==> src/sv/frtt_pkg.sv <==
// ----------------------------------------------------------------------------
// Fractional-rate tick timer package
// Shared types, constants and helpers for the tick timer core and its divider.
// ----------------------------------------------------------------------------
package frtt_pkg;

  localparam int NUM_CHANNELS = 3;
  localparam int COUNTER_BITS = 24;
  localparam int CH_W         = (NUM_CHANNELS > 1) ? $clog2(NUM_CHANNELS) : 1;
  localparam int CFG_IDX_W    = 2;
  localparam int CFG_DATA_W   = 16;
  localparam int VALUE_W      = 16;

  localparam logic [VALUE_W-1:0]      TICK_RATE = 16'd32768;
  localparam logic [COUNTER_BITS-1:0] MIN_DELAY = COUNTER_BITS'(3);
  localparam logic [COUNTER_BITS-1:0] CMASK     = {COUNTER_BITS{1'b1}};

  // Register indexes of the configuration port.
  localparam logic [CFG_IDX_W-1:0] REG_MODE = 2'd0;
  localparam logic [CFG_IDX_W-1:0] REG_CH0  = 2'd1;

  typedef enum logic [2:0] {
    ACT_TICK       = 3'd0,
    ACT_LOAD_EPOCH = 3'd1,
    ACT_ARM        = 3'd2,
    ACT_STOP       = 3'd3,
    ACT_READ       = 3'd4
  } action_t;

  typedef struct packed {
    logic [2:0]  action;
    logic [31:0] epoch_value;
    logic [23:0] target_tick;
  } in_item_t;

  typedef struct packed {
    logic [2:0]  periodic_fired;
    logic        second_fired;
    logic        oneshot_fired;
    logic [31:0] epoch_seconds;
    logic [14:0] sub_second_ticks;
    logic [31:0] tick_count;
  } out_item_t;

  // Request to and response from the period divider.
  typedef struct packed {
    logic               start;
    logic               abort;
    logic [VALUE_W-1:0] divisor;
  } div_req_t;

  typedef struct packed {
    logic               busy;
    logic               done;
    logic [VALUE_W-1:0] quotient;
    logic [VALUE_W-1:0] remainder;
  } div_rsp_t;

  // A rate above the tick rate is treated as the tick rate.
  function automatic logic [VALUE_W-1:0] clamp_rate(input logic [VALUE_W-1:0] v);
    logic [VALUE_W-1:0] r;
    r = (v > TICK_RATE) ? TICK_RATE : v;
    return r;
  endfunction

endpackage

==> src/sv/frtt_div.sv <==
// ----------------------------------------------------------------------------
// Period divider
// Restoring division of the tick rate by a rate, one quotient bit per cycle.
// ----------------------------------------------------------------------------
module frtt_div (
  input  logic               clk,
  input  logic               rst_n,
  input  frtt_pkg::div_req_t req,
  output frtt_pkg::div_rsp_t rsp
);

  localparam int CNT_W = $clog2(frtt_pkg::VALUE_W);

  logic                         busy_r;
  logic                         done_r;
  logic [CNT_W-1:0]             cnt_r;
  logic [frtt_pkg::VALUE_W-1:0] rem_r;
  logic [frtt_pkg::VALUE_W-1:0] quot_r;
  logic [frtt_pkg::VALUE_W-1:0] div_r;

  logic [frtt_pkg::VALUE_W:0]   shifted;
  logic [frtt_pkg::VALUE_W:0]   diff;
  logic                         ge;

  always_comb begin
    shifted = {rem_r, frtt_pkg::TICK_RATE[cnt_r]};
    ge      = (shifted >= {1'b0, div_r});
    diff    = shifted - {1'b0, div_r};
  end

  always_ff @(posedge clk) begin
    if (!rst_n) begin
      busy_r <= 1'b0;
      done_r <= 1'b0;
    end else if (req.abort) begin
      busy_r <= 1'b0;
      done_r <= 1'b0;
    end else if (req.start) begin
      busy_r <= 1'b1;
      done_r <= 1'b0;
    end else if (busy_r) begin
      busy_r <= (cnt_r != '0);
      done_r <= (cnt_r == '0);
    end else begin
      done_r <= 1'b0;
    end
  end

  always_ff @(posedge clk) begin
    if (req.start) begin
      cnt_r  <= CNT_W'(frtt_pkg::VALUE_W - 1);
      rem_r  <= '0;
      quot_r <= '0;
      div_r  <= req.divisor;
    end else if (busy_r) begin
      cnt_r  <= cnt_r - 1'b1;
      rem_r  <= ge ? diff[frtt_pkg::VALUE_W-1:0] : shifted[frtt_pkg::VALUE_W-1:0];
      quot_r <= {quot_r[frtt_pkg::VALUE_W-2:0], ge};
    end
  end

  assign rsp.busy      = busy_r;
  assign rsp.done      = done_r;
  assign rsp.quotient  = quot_r;
  assign rsp.remainder = rem_r;

endmodule

==> src/sv/fractional_rate_tick_timer_core.sv <==
// A result is held in the output register from the cycle after its item is accepted.
// Throughput: one item per cycle while the consumer keeps up and no configuration
// write or derivation holds items off; the output register is refilled in the same
// cycle it is emptied. A configuration write holds off items while the periods are
// re-derived: interval channels directly, rate channels by start, 16 divider steps, apply.
// Reset (synchronous, active low) clears all timer state; no clearing pass is needed.
// ----------------------------------------------------------------------------
// Fractional-rate tick timer core
// A 24-bit tick counter with three periodic channels in interval or rate mode,
// a seconds channel that advances the epoch and a one-shot compare.
// ----------------------------------------------------------------------------
module fractional_rate_tick_timer_core (
  input  logic                               clk,
  input  logic                               rst_n,
  input  logic                               in_valid,
  output logic                               in_ready,
  input  frtt_pkg::in_item_t                 in_data,
  output logic                               out_valid,
  input  logic                               out_ready,
  output frtt_pkg::out_item_t                out_data,
  input  logic                               cfg_we,
  input  logic [frtt_pkg::CFG_IDX_W-1:0]     cfg_index,
  input  logic [frtt_pkg::CFG_DATA_W-1:0]    cfg_data
);

  localparam int NC = frtt_pkg::NUM_CHANNELS;
  localparam int CB = frtt_pkg::COUNTER_BITS;
  localparam int VW = frtt_pkg::VALUE_W;

  // --------------------------------------------------------------------------
  // Timer state
  // --------------------------------------------------------------------------
  logic [CB-1:0]        cnt_r,      cnt_nxt;
  logic [CB-1:0]        cmp_r   [NC];
  logic [CB-1:0]        cmp_nxt [NC];
  logic [VW-1:0]        acc_r   [NC];
  logic [VW-1:0]        acc_nxt [NC];
  logic [VW-1:0]        short_r [NC];
  logic [VW-1:0]        short_nxt [NC];
  logic [VW-1:0]        err_r   [NC];
  logic [VW-1:0]        err_nxt [NC];
  logic [VW-1:0]        value_r [NC];
  logic [VW-1:0]        value_nxt [NC];
  logic [NC-1:0]        mode_r,     mode_nxt;
  logic [CB-1:0]        sec_cmp_r,  sec_cmp_nxt;
  logic [31:0]          epoch_r,    epoch_nxt;
  logic [CB-1:0]        os_cmp_r,   os_cmp_nxt;
  logic                 os_armed_r, os_armed_nxt;

  // Channels whose derived period is stale after a configuration write.
  logic [NC-1:0]        pend_r,     pend_nxt;
  logic [frtt_pkg::CH_W-1:0] cur_r, cur_nxt;

  logic                 out_valid_r;
  frtt_pkg::out_item_t  out_data_r;
  frtt_pkg::out_item_t  res;

  frtt_pkg::div_req_t   div_req;
  frtt_pkg::div_rsp_t   div_rsp;

  logic                 in_fire;

  // --------------------------------------------------------------------------
  // Divider used to split the tick rate into a short period and an error
  // --------------------------------------------------------------------------
  frtt_div u_div (
    .clk   (clk),
    .rst_n (rst_n),
    .req   (div_req),
    .rsp   (div_rsp)
  );

  // Items are held off while any channel still needs its period derived, and
  // while a configuration write is in flight.
  assign in_ready = (pend_r == '0) && !cfg_we && (!out_valid_r || out_ready);
  assign in_fire  = in_valid && in_ready;

  // --------------------------------------------------------------------------
  // Derivation sequencer: picks the lowest stale channel. An interval channel
  // (or a disabled one) is settled directly, without the divider; a rate channel runs the
  // divider and is settled when it reports done. Any configuration write
  // aborts the divider and the stale channels are simply done again, which
  // gives the same result because a derivation overwrites the whole channel
  // and the counter cannot move while items are held off.
  // --------------------------------------------------------------------------
  logic                      pick_found;
  logic [frtt_pkg::CH_W-1:0] pick_ch;
  logic [VW-1:0]             pick_val;
  logic                      pick_rate;
  logic                      apply_en;
  logic [frtt_pkg::CH_W-1:0] apply_ch;
  logic [VW-1:0]             apply_short;
  logic [VW-1:0]             apply_err;

  always_comb begin
    pick_found = (pend_r != '0);
    pick_ch    = '0;
    for (int c = NC - 1; c >= 0; c--) begin
      if (pend_r[c]) begin
        pick_ch = frtt_pkg::CH_W'(c);
      end
    end
    pick_val  = value_r[pick_ch];
    pick_rate = mode_r[pick_ch] && (pick_val != '0);

    apply_en        = 1'b0;
    apply_ch        = pick_ch;
    apply_short     = pick_val;
    apply_err       = '0;
    cur_nxt         = cur_r;
    div_req.start   = 1'b0;
    div_req.abort   = cfg_we;
    div_req.divisor = frtt_pkg::clamp_rate(pick_val);

    if (cfg_we) begin
      apply_en = 1'b0;
    end else if (div_rsp.done) begin
      apply_en    = 1'b1;
      apply_ch    = cur_r;
      apply_short = div_rsp.quotient;
      apply_err   = div_rsp.remainder;
    end else if (!div_rsp.busy && pick_found) begin
      if (pick_rate) begin
        div_req.start = 1'b1;
        cur_nxt       = pick_ch;
      end else begin
        apply_en = 1'b1;
      end
    end
  end

  // --------------------------------------------------------------------------
  // Next state of the timer for an accepted item, a derivation or a
  // configuration write. These never coincide with an accepted item.
  // --------------------------------------------------------------------------
  logic [NC-1:0]   fired;
  logic            sec_hit;
  logic            os_hit;
  logic [VW-1:0]   rate_c;
  logic [VW-1:0]   acc_sum;
  logic [VW:0]     period;
  logic [CB-1:0]   delay;
  logic [CB-1:0]   elapsed;

  always_comb begin
    cnt_nxt      = cnt_r;
    sec_cmp_nxt  = sec_cmp_r;
    epoch_nxt    = epoch_r;
    os_cmp_nxt   = os_cmp_r;
    os_armed_nxt = os_armed_r;
    mode_nxt     = mode_r;
    pend_nxt     = pend_r;
    fired        = '0;
    sec_hit      = 1'b0;
    os_hit       = 1'b0;
    delay        = in_data.target_tick - cnt_r;
    rate_c       = '0;
    acc_sum      = '0;
    period       = '0;
    for (int c = 0; c < NC; c++) begin
      cmp_nxt[c]   = cmp_r[c];
      acc_nxt[c]   = acc_r[c];
      short_nxt[c] = short_r[c];
      err_nxt[c]   = err_r[c];
      value_nxt[c] = value_r[c];
    end

    // Configuration writes only record the value and mark channels stale.
    if (cfg_we) begin
      if (cfg_index == frtt_pkg::REG_MODE) begin
        mode_nxt = cfg_data[NC-1:0];
        pend_nxt = '1;
      end
      for (int c = 0; c < NC; c++) begin
        if (cfg_index == frtt_pkg::CFG_IDX_W'(c + 1)) begin
          value_nxt[c] = cfg_data[VW-1:0];
          pend_nxt[c]  = 1'b1;
        end
      end
    end

    if (apply_en) begin
      pend_nxt[apply_ch] = 1'b0;
      acc_nxt[apply_ch]  = '0;
      if (value_r[apply_ch] == '0) begin
        short_nxt[apply_ch] = '0;
        err_nxt[apply_ch]   = '0;
        cmp_nxt[apply_ch]   = frtt_pkg::CMASK;
      end else begin
        short_nxt[apply_ch] = apply_short;
        err_nxt[apply_ch]   = apply_err;
        cmp_nxt[apply_ch]   = cnt_r + CB'(apply_short);
      end
    end

    if (in_fire) begin
      case (in_data.action)
        frtt_pkg::ACT_TICK: begin
          cnt_nxt = cnt_r + 1'b1;
          // Each channel fires when its compare meets the advanced counter; in
          // rate mode the error accumulator stretches every so often a period
          // by one tick so that the rate averages out exactly.
          for (int c = 0; c < NC; c++) begin
            if ((value_r[c] != '0) && (cmp_r[c] == cnt_nxt)) begin
              fired[c] = 1'b1;
              period   = {1'b0, short_r[c]};
              if (err_r[c] != '0) begin
                rate_c  = frtt_pkg::clamp_rate(value_r[c]);
                acc_sum = acc_r[c] + err_r[c];
                if (acc_sum >= rate_c) begin
                  acc_nxt[c] = acc_sum - rate_c;
                  period     = period + 1'b1;
                end else begin
                  acc_nxt[c] = acc_sum;
                end
              end
              cmp_nxt[c] = cmp_r[c] + CB'(period);
            end
          end
          if (sec_cmp_r == cnt_nxt) begin
            sec_hit     = 1'b1;
            sec_cmp_nxt = sec_cmp_r + CB'(frtt_pkg::TICK_RATE);
            epoch_nxt   = epoch_r + 1'b1;
          end
          if (os_armed_r && (os_cmp_r == cnt_nxt)) begin
            os_hit       = 1'b1;
            os_armed_nxt = 1'b0;
          end
        end
        frtt_pkg::ACT_LOAD_EPOCH: begin
          epoch_nxt   = in_data.epoch_value;
          sec_cmp_nxt = cnt_r + CB'(frtt_pkg::TICK_RATE);
        end
        frtt_pkg::ACT_ARM: begin
          // A target too close to now is pushed out to the minimum delay.
          if (delay > frtt_pkg::MIN_DELAY) begin
            os_cmp_nxt = in_data.target_tick;
          end else begin
            os_cmp_nxt = cnt_r + frtt_pkg::MIN_DELAY;
          end
          os_armed_nxt = 1'b1;
        end
        frtt_pkg::ACT_STOP: begin
          os_armed_nxt = 1'b0;
        end
        default: begin
          // A read, or an unused action code, leaves the state as it is.
          os_armed_nxt = os_armed_r;
        end
      endcase
    end

    // The time fields reflect the state after the item.
    elapsed                  = CB'(frtt_pkg::TICK_RATE) + cnt_nxt - sec_cmp_nxt;
    res.periodic_fired       = fired;
    res.second_fired         = sec_hit;
    res.oneshot_fired        = os_hit;
    res.epoch_seconds        = epoch_nxt + 32'(elapsed[CB-1:15]);
    res.sub_second_ticks     = elapsed[14:0];
    res.tick_count           = {epoch_nxt[16:0], 15'd0} + 32'(elapsed);
  end

  // --------------------------------------------------------------------------
  // Registers
  // --------------------------------------------------------------------------
  always_ff @(posedge clk) begin
    if (!rst_n) begin
      cnt_r       <= '0;
      sec_cmp_r   <= CB'(frtt_pkg::TICK_RATE);
      epoch_r     <= '0;
      os_cmp_r    <= '0;
      os_armed_r  <= 1'b0;
      mode_r      <= '0;
      pend_r      <= '0;
      out_valid_r <= 1'b0;
      for (int c = 0; c < NC; c++) begin
        cmp_r[c]   <= frtt_pkg::CMASK;
        acc_r[c]   <= '0;
        short_r[c] <= '0;
        err_r[c]   <= '0;
        value_r[c] <= '0;
      end
    end else begin
      cnt_r      <= cnt_nxt;
      sec_cmp_r  <= sec_cmp_nxt;
      epoch_r    <= epoch_nxt;
      os_cmp_r   <= os_cmp_nxt;
      os_armed_r <= os_armed_nxt;
      mode_r     <= mode_nxt;
      pend_r     <= pend_nxt;
      for (int c = 0; c < NC; c++) begin
        cmp_r[c]   <= cmp_nxt[c];
        acc_r[c]   <= acc_nxt[c];
        short_r[c] <= short_nxt[c];
        err_r[c]   <= err_nxt[c];
        value_r[c] <= value_nxt[c];
      end
      if (in_fire) begin
        out_valid_r <= 1'b1;
      end else if (out_ready) begin
        out_valid_r <= 1'b0;
      end
    end
  end

  always_ff @(posedge clk) begin
    cur_r <= cur_nxt;
    if (in_fire) begin
      out_data_r <= res;
    end
  end

  assign out_valid = out_valid_r;
  assign out_data  = out_data_r;

  // --------------------------------------------------------------------------
  // Assertions
  // --------------------------------------------------------------------------
  // No item may be taken while a channel period is still being derived.
  a_hold_while_deriving: assert property (@(posedge clk) disable iff (!rst_n)
    (pend_r != '0) |-> !in_ready)
    else $error("item accepted while channel derivation pending");

  // The divider only finishes for a channel that is still marked stale.
  a_done_has_pending: assert property (@(posedge clk) disable iff (!rst_n)
    div_rsp.done |-> pend_r[cur_r])
    else $error("divider finished with no stale channel");

  // A one-shot that fires is disarmed from the next cycle on.
  a_oneshot_disarms: assert property (@(posedge clk) disable iff (!rst_n)
    (in_fire && res.oneshot_fired) |=> (!os_armed_r && out_valid_r))
    else $error("one-shot still armed after firing");

endmodule

==> config.mk <==
export PLATFORM = sky130hd
export DESIGN_NAME = fractional_rate_tick_timer_core
export DESIGN_NICKNAME = d
export VERILOG_FILES = /design/src/sv/frtt_pkg.sv /design/src/sv/frtt_div.sv /design/src/sv/fractional_rate_tick_timer_core.sv
export SDC_FILE = /design/constraint.sdc
export NUM_CORES = 2
export LEC_CHECK = 0
export ABC_AREA = 1
export BUFFER_PORTS_ARGS = -buffer_cell sky130_fd_sc_hd__buf_2
export CELL_PAD_IN_SITES_DETAIL_PLACEMENT = 0
export CELL_PAD_IN_SITES_GLOBAL_PLACEMENT = 1
export CORE_MARGIN = 1
export CORE_UTILIZATION = 40
export DETAILED_ROUTE_END_ITERATION = 16
export PLACE_DENSITY = 0.81
export SLEW_MARGIN = 30
export SYNTH_ARGS = -nofsm -noshare
export SYNTH_HDL_FRONTEND = slang
export SYNTH_SLANG_ARGS = --single-unit
==> constraint.sdc <==
create_clock -name clk -period 6.7 [get_ports clk]
set_input_delay 0 -clock clk [delete_from_list [all_inputs] [get_ports clk]]
set_output_delay 0 -clock clk [all_outputs]
set_load 0.1 [all_outputs]
==> impl_results.md <==
- CP max FO: 5
- Initial core utilization: 40.3%
- Die width: 311 µm
- Post-DP Area: 40800 µm²
- Register area share after synthesis: between 20% and 30%
- Area delta synth->final: 15.9%
- # IOs: approximately 170
- Total wire length: 147 mm
- Arr. time, crit path: 6.84 ns
- Final instance area: 44300 µm²
- Hold Startpoint: in_data[31]
- Endpoints failing hold: 0
- GRT Total Usage: 29.4%
- Vias in the first global route: 37649
- Synth area leaders: dfxtp_1 22%, nand2_1 13%, ha_1 8.6%, inv_1 6.8%, a21oi_1 5.9%
- Ys async rst share: 0%
- First-pass GRT wire length: 222 mm
- Clk_skew: 0.0297 ns
- Synth Area in Simple Gates: 29.0%
- Post-synth top area share: 21.7%
- Max frequency: 158 MHz
- PortBufs: about 170
- Period utilization: between 90% and 100%
- Post-Synthesis Cell Area: 38200 µm²
- Post-synthesis mux area share: 0.0262%
- Largest net degree at the start of global routing: 83
- Initial antenna violation count: 1
- Worst EP required: about 7 ns
- Routability Congestion: 1.03
- Number of distinct library cells after synthesis: 69
- Final setup fails: 0
- Syn Inst Count: 5707
- Clock Tree Buf Depth: 3
- Dominant cell type by area after synthesis: dfxtp_1
- Pwr/cell area: roughly 220 nW/µm²
- Largest family of logic cells by synthesized area: simple AND/OR/NAND/NOR gates
- RR Startpoint: acc_r[0][0]
- Layout Nets: 6332
- Remaining DRCs: 0
- Number of flops mapped to enable cells by yosys: 70
- Initial DRC count: roughly 3200
- GRT Residual Overflow: 0
- Slew Limit Fails: 0
- Cts bufs inserted: 59
- HPWL Detailed: 114 mm
- Max incr delay on CP: 0.43 ns
- Met3 usage in global routing: 3.58%
- Routed Antenna Nets: 0
- GR Layer Usage met1: 36.4%
- Post-synthesis compound-gate area fraction: 17.6%
- Via/cell ratio: 5.48
- CP most frequent cell: nand2_1
- Core Footprint: 94900 µm²
- Clk sinks: 485
- Layout cells sized above 1: between 10% and 20%
- Outcome: finished clean
- Synth warn: 0
- GRT Max-Usage Layer: met2
- Hold path endpoint: epoch_r[7]
- CP Capture Type: flip-flop
- Flops & latches, synth: 485
- Adder-cell area share of the yosys netlist: about a tenth
- Slew @ Worst Pin: between 0.9 and 1 ns
- Leak pwr: 20.6 nW
- Synth Area in XOR/XNOR: 7.21%
- Max-cap violations: 0
- Min-delay worst type: in2reg
- R2R depth: 36
- CTS tree: built
- Met2 Use GR: 49.5%
- Synth Area per Inst: 6.70 µm²
- Pre-Repair DR Iteration Count: 6
- Hold depth: 4
- Critical path class: reg2reg
- WL/cell: 20.1 µm
- Worst-Skew Late Latency: 0.68 ns
- Main synth FF type: dfxtp_1
- RSZ-0062 raised after global routing: yes
- Final Util: 46.7%
- Core Rows: 113
- CTS HTree Levels: 2
- Reg2reg end: cmp_r[0][23]
- Total number of vias: between 30000 and 40000
- Syn Nets: roughly 6000
- Reg2reg setup slack: 0.37 ns
- CTS clk-pin slew, worst paths: approximately 0.070 ns
- CP Launch Type: flip-flop
- Critical-path top delay cell: fa_1
- CTS root buf: clkbuf_16
- Total negative slack: 0 ns
- DIE AREA: 96800 µm²
- Tmin final: 6.33 ns
- Max transition margin: 36.2%
- Die Ht: approximately 310 µm
- Worst IR Drop VDD: 0.208 mV
-- per-stage QoR --
stage	total power, mW	worst slack [ns]	instances	hold WS, ns
finish	9.81	0.367	7291	0.00476
global route	10.3	-0.137	7291	0.0369
CTS	9.78	0.0149	7279	0.00157
detailed placement	6.23	-0.101	7069	0.298
global placement	6.22	0.0627	7069	0.291
floorplan	5.44	0.0196	5707	0.135
-- worst max path at each step --
stage | startpoint | to | slack, ns | cells after the start
final | acc_r[0][0] | cmp_r[0][23] | 0.37 | 36
after global routing | acc_r[0][16] | cmp_r[0][47] | -0.14 | 37
after CTS | acc_r[0][16] | cmp_r[0][47] | 0.01 | 37
after detailed placement | acc_r[0][2] | cmp_r[0][23] | -0.10 | 36
after global placement | acc_r[0][16] | cmp_r[0][47] | 0.06 | 37
after floorplan | pend_r[0] | out_data[67] | 0.02 | 36
-- cell type report --
| class | count | area (µm²) |
|---|---|---|
| fill | 9809 | 50500 |
| multi-input combinational | 4298 | 24500 |
| sequential | 485 | 10400 |
| timing repair buffer | 421 | 3020 |
| inverter | 709 | 2670 |
| clock buffer | 78 | 1670 |
| tap | 1265 | 1580 |
| clock inverter | 34 | 439 |
| antenna | 1 | 2.50 |
-- cell families after synthesis --
kind of cell    count (synthesis)
compound gates               1161
xor+xnor                      313
fa+ha+maj                     276
buf+inv                       924
flops                         485
mux                             1
simple gates                 2547
-- flip-flops by register name (all words and copies together), names as in the netlist, 2 cells and up --
register / cells
cur_r: 2
u_div.div_r: 16
acc_r: 48
out_data: 52
u_div.cnt_r: 4
sec_cmp_r: 24
u_div.quot_r: 16
cmp_r: 72
os_cmp_r: 24
cnt_r: 24
err_r: 48
value_r: 48
epoch_r: 32
pend_r: 3
short_r: 48
mode_r: 3
u_div.rem_r: 16
-- cell usage in the layout, fill, tap and decap left out, types with 37 or more instances in the layout --
cell type         n
o22ai_1          71
inv_1           692
xnor2_1          66
nand4_1         100
dfxtp_1         409
xor2_1          246
nor2_1          410
or2_2            45
nand2_2          37
buf_4           154
a21oi_1         445
ha_1            259
nor4_1           41
nand2_1        1315
a22oi_1          44
clkbuf_16        61
o211ai_1        118
o21ai_0         297
nor3_1          102
buf_2           166
nand3_1         386
dlygate4sd3_1    98
edfxtp_1         70
-- synthesized netlist by cell type (14+ instances only) --
cell type	n
buf_2	21
dfxtp_1	415
buf_4	37
a31oi_1	24
xor2_1	246
o22ai_1	71
nand4_1	100
nor2_2	16
clkbuf_1	145
a211oi_1	25
nand2_2	27
inv_1	696
nand3_1	390
or2_2	45
xnor2_1	66
edfxtp_1	70
nand2_1	1326
nor4_1	49
o21ai_0	311
a32oi_1	14
nor3_1	108
o21bai_1	17
o211ai_1	118
nor2_1	420
a21oi_1	449
ha_1	262
a22oi_1	44
fa_1	14
-- timing repair --
item / 4_1_cts / 5_1_grt
hold endpoints to repair: 160 / 0
pin swaps: 0 / 14
resized for setup: 5 / 79
buffers inserted: 0 / 11
endpoints found under the setup margin: 9 / 57
hold buffers: 98 / 0
-- where the power goes --
group,internal [mW],switching (mW)
Clock,2.07,1.43
Combinational,0.956,1.99
Sequential,3.18,0.180
-- critical path, delay by kind of cell, from the launching register on --
kind / cells / cell delay [ns]
compound gates: 7 / 0.95
xor+xnor: 2 / 0.25
fa+ha+maj: 4 / 1.37
buf+inv: 1 / 0.16
flops: 1 / 0.32
simple gates: 22 / 3.12
-- routing by layer --
metal | vias to the layer above | share of wire [%]
met5 | - | 0
met4 | 0 | 5.9
met3 | 369 | 5.9
met2 | 1397 | 46
met1 | 18469 | 42
li1 | 19746 | -
No activity file was read; power rests on OpenSTA's default activity.
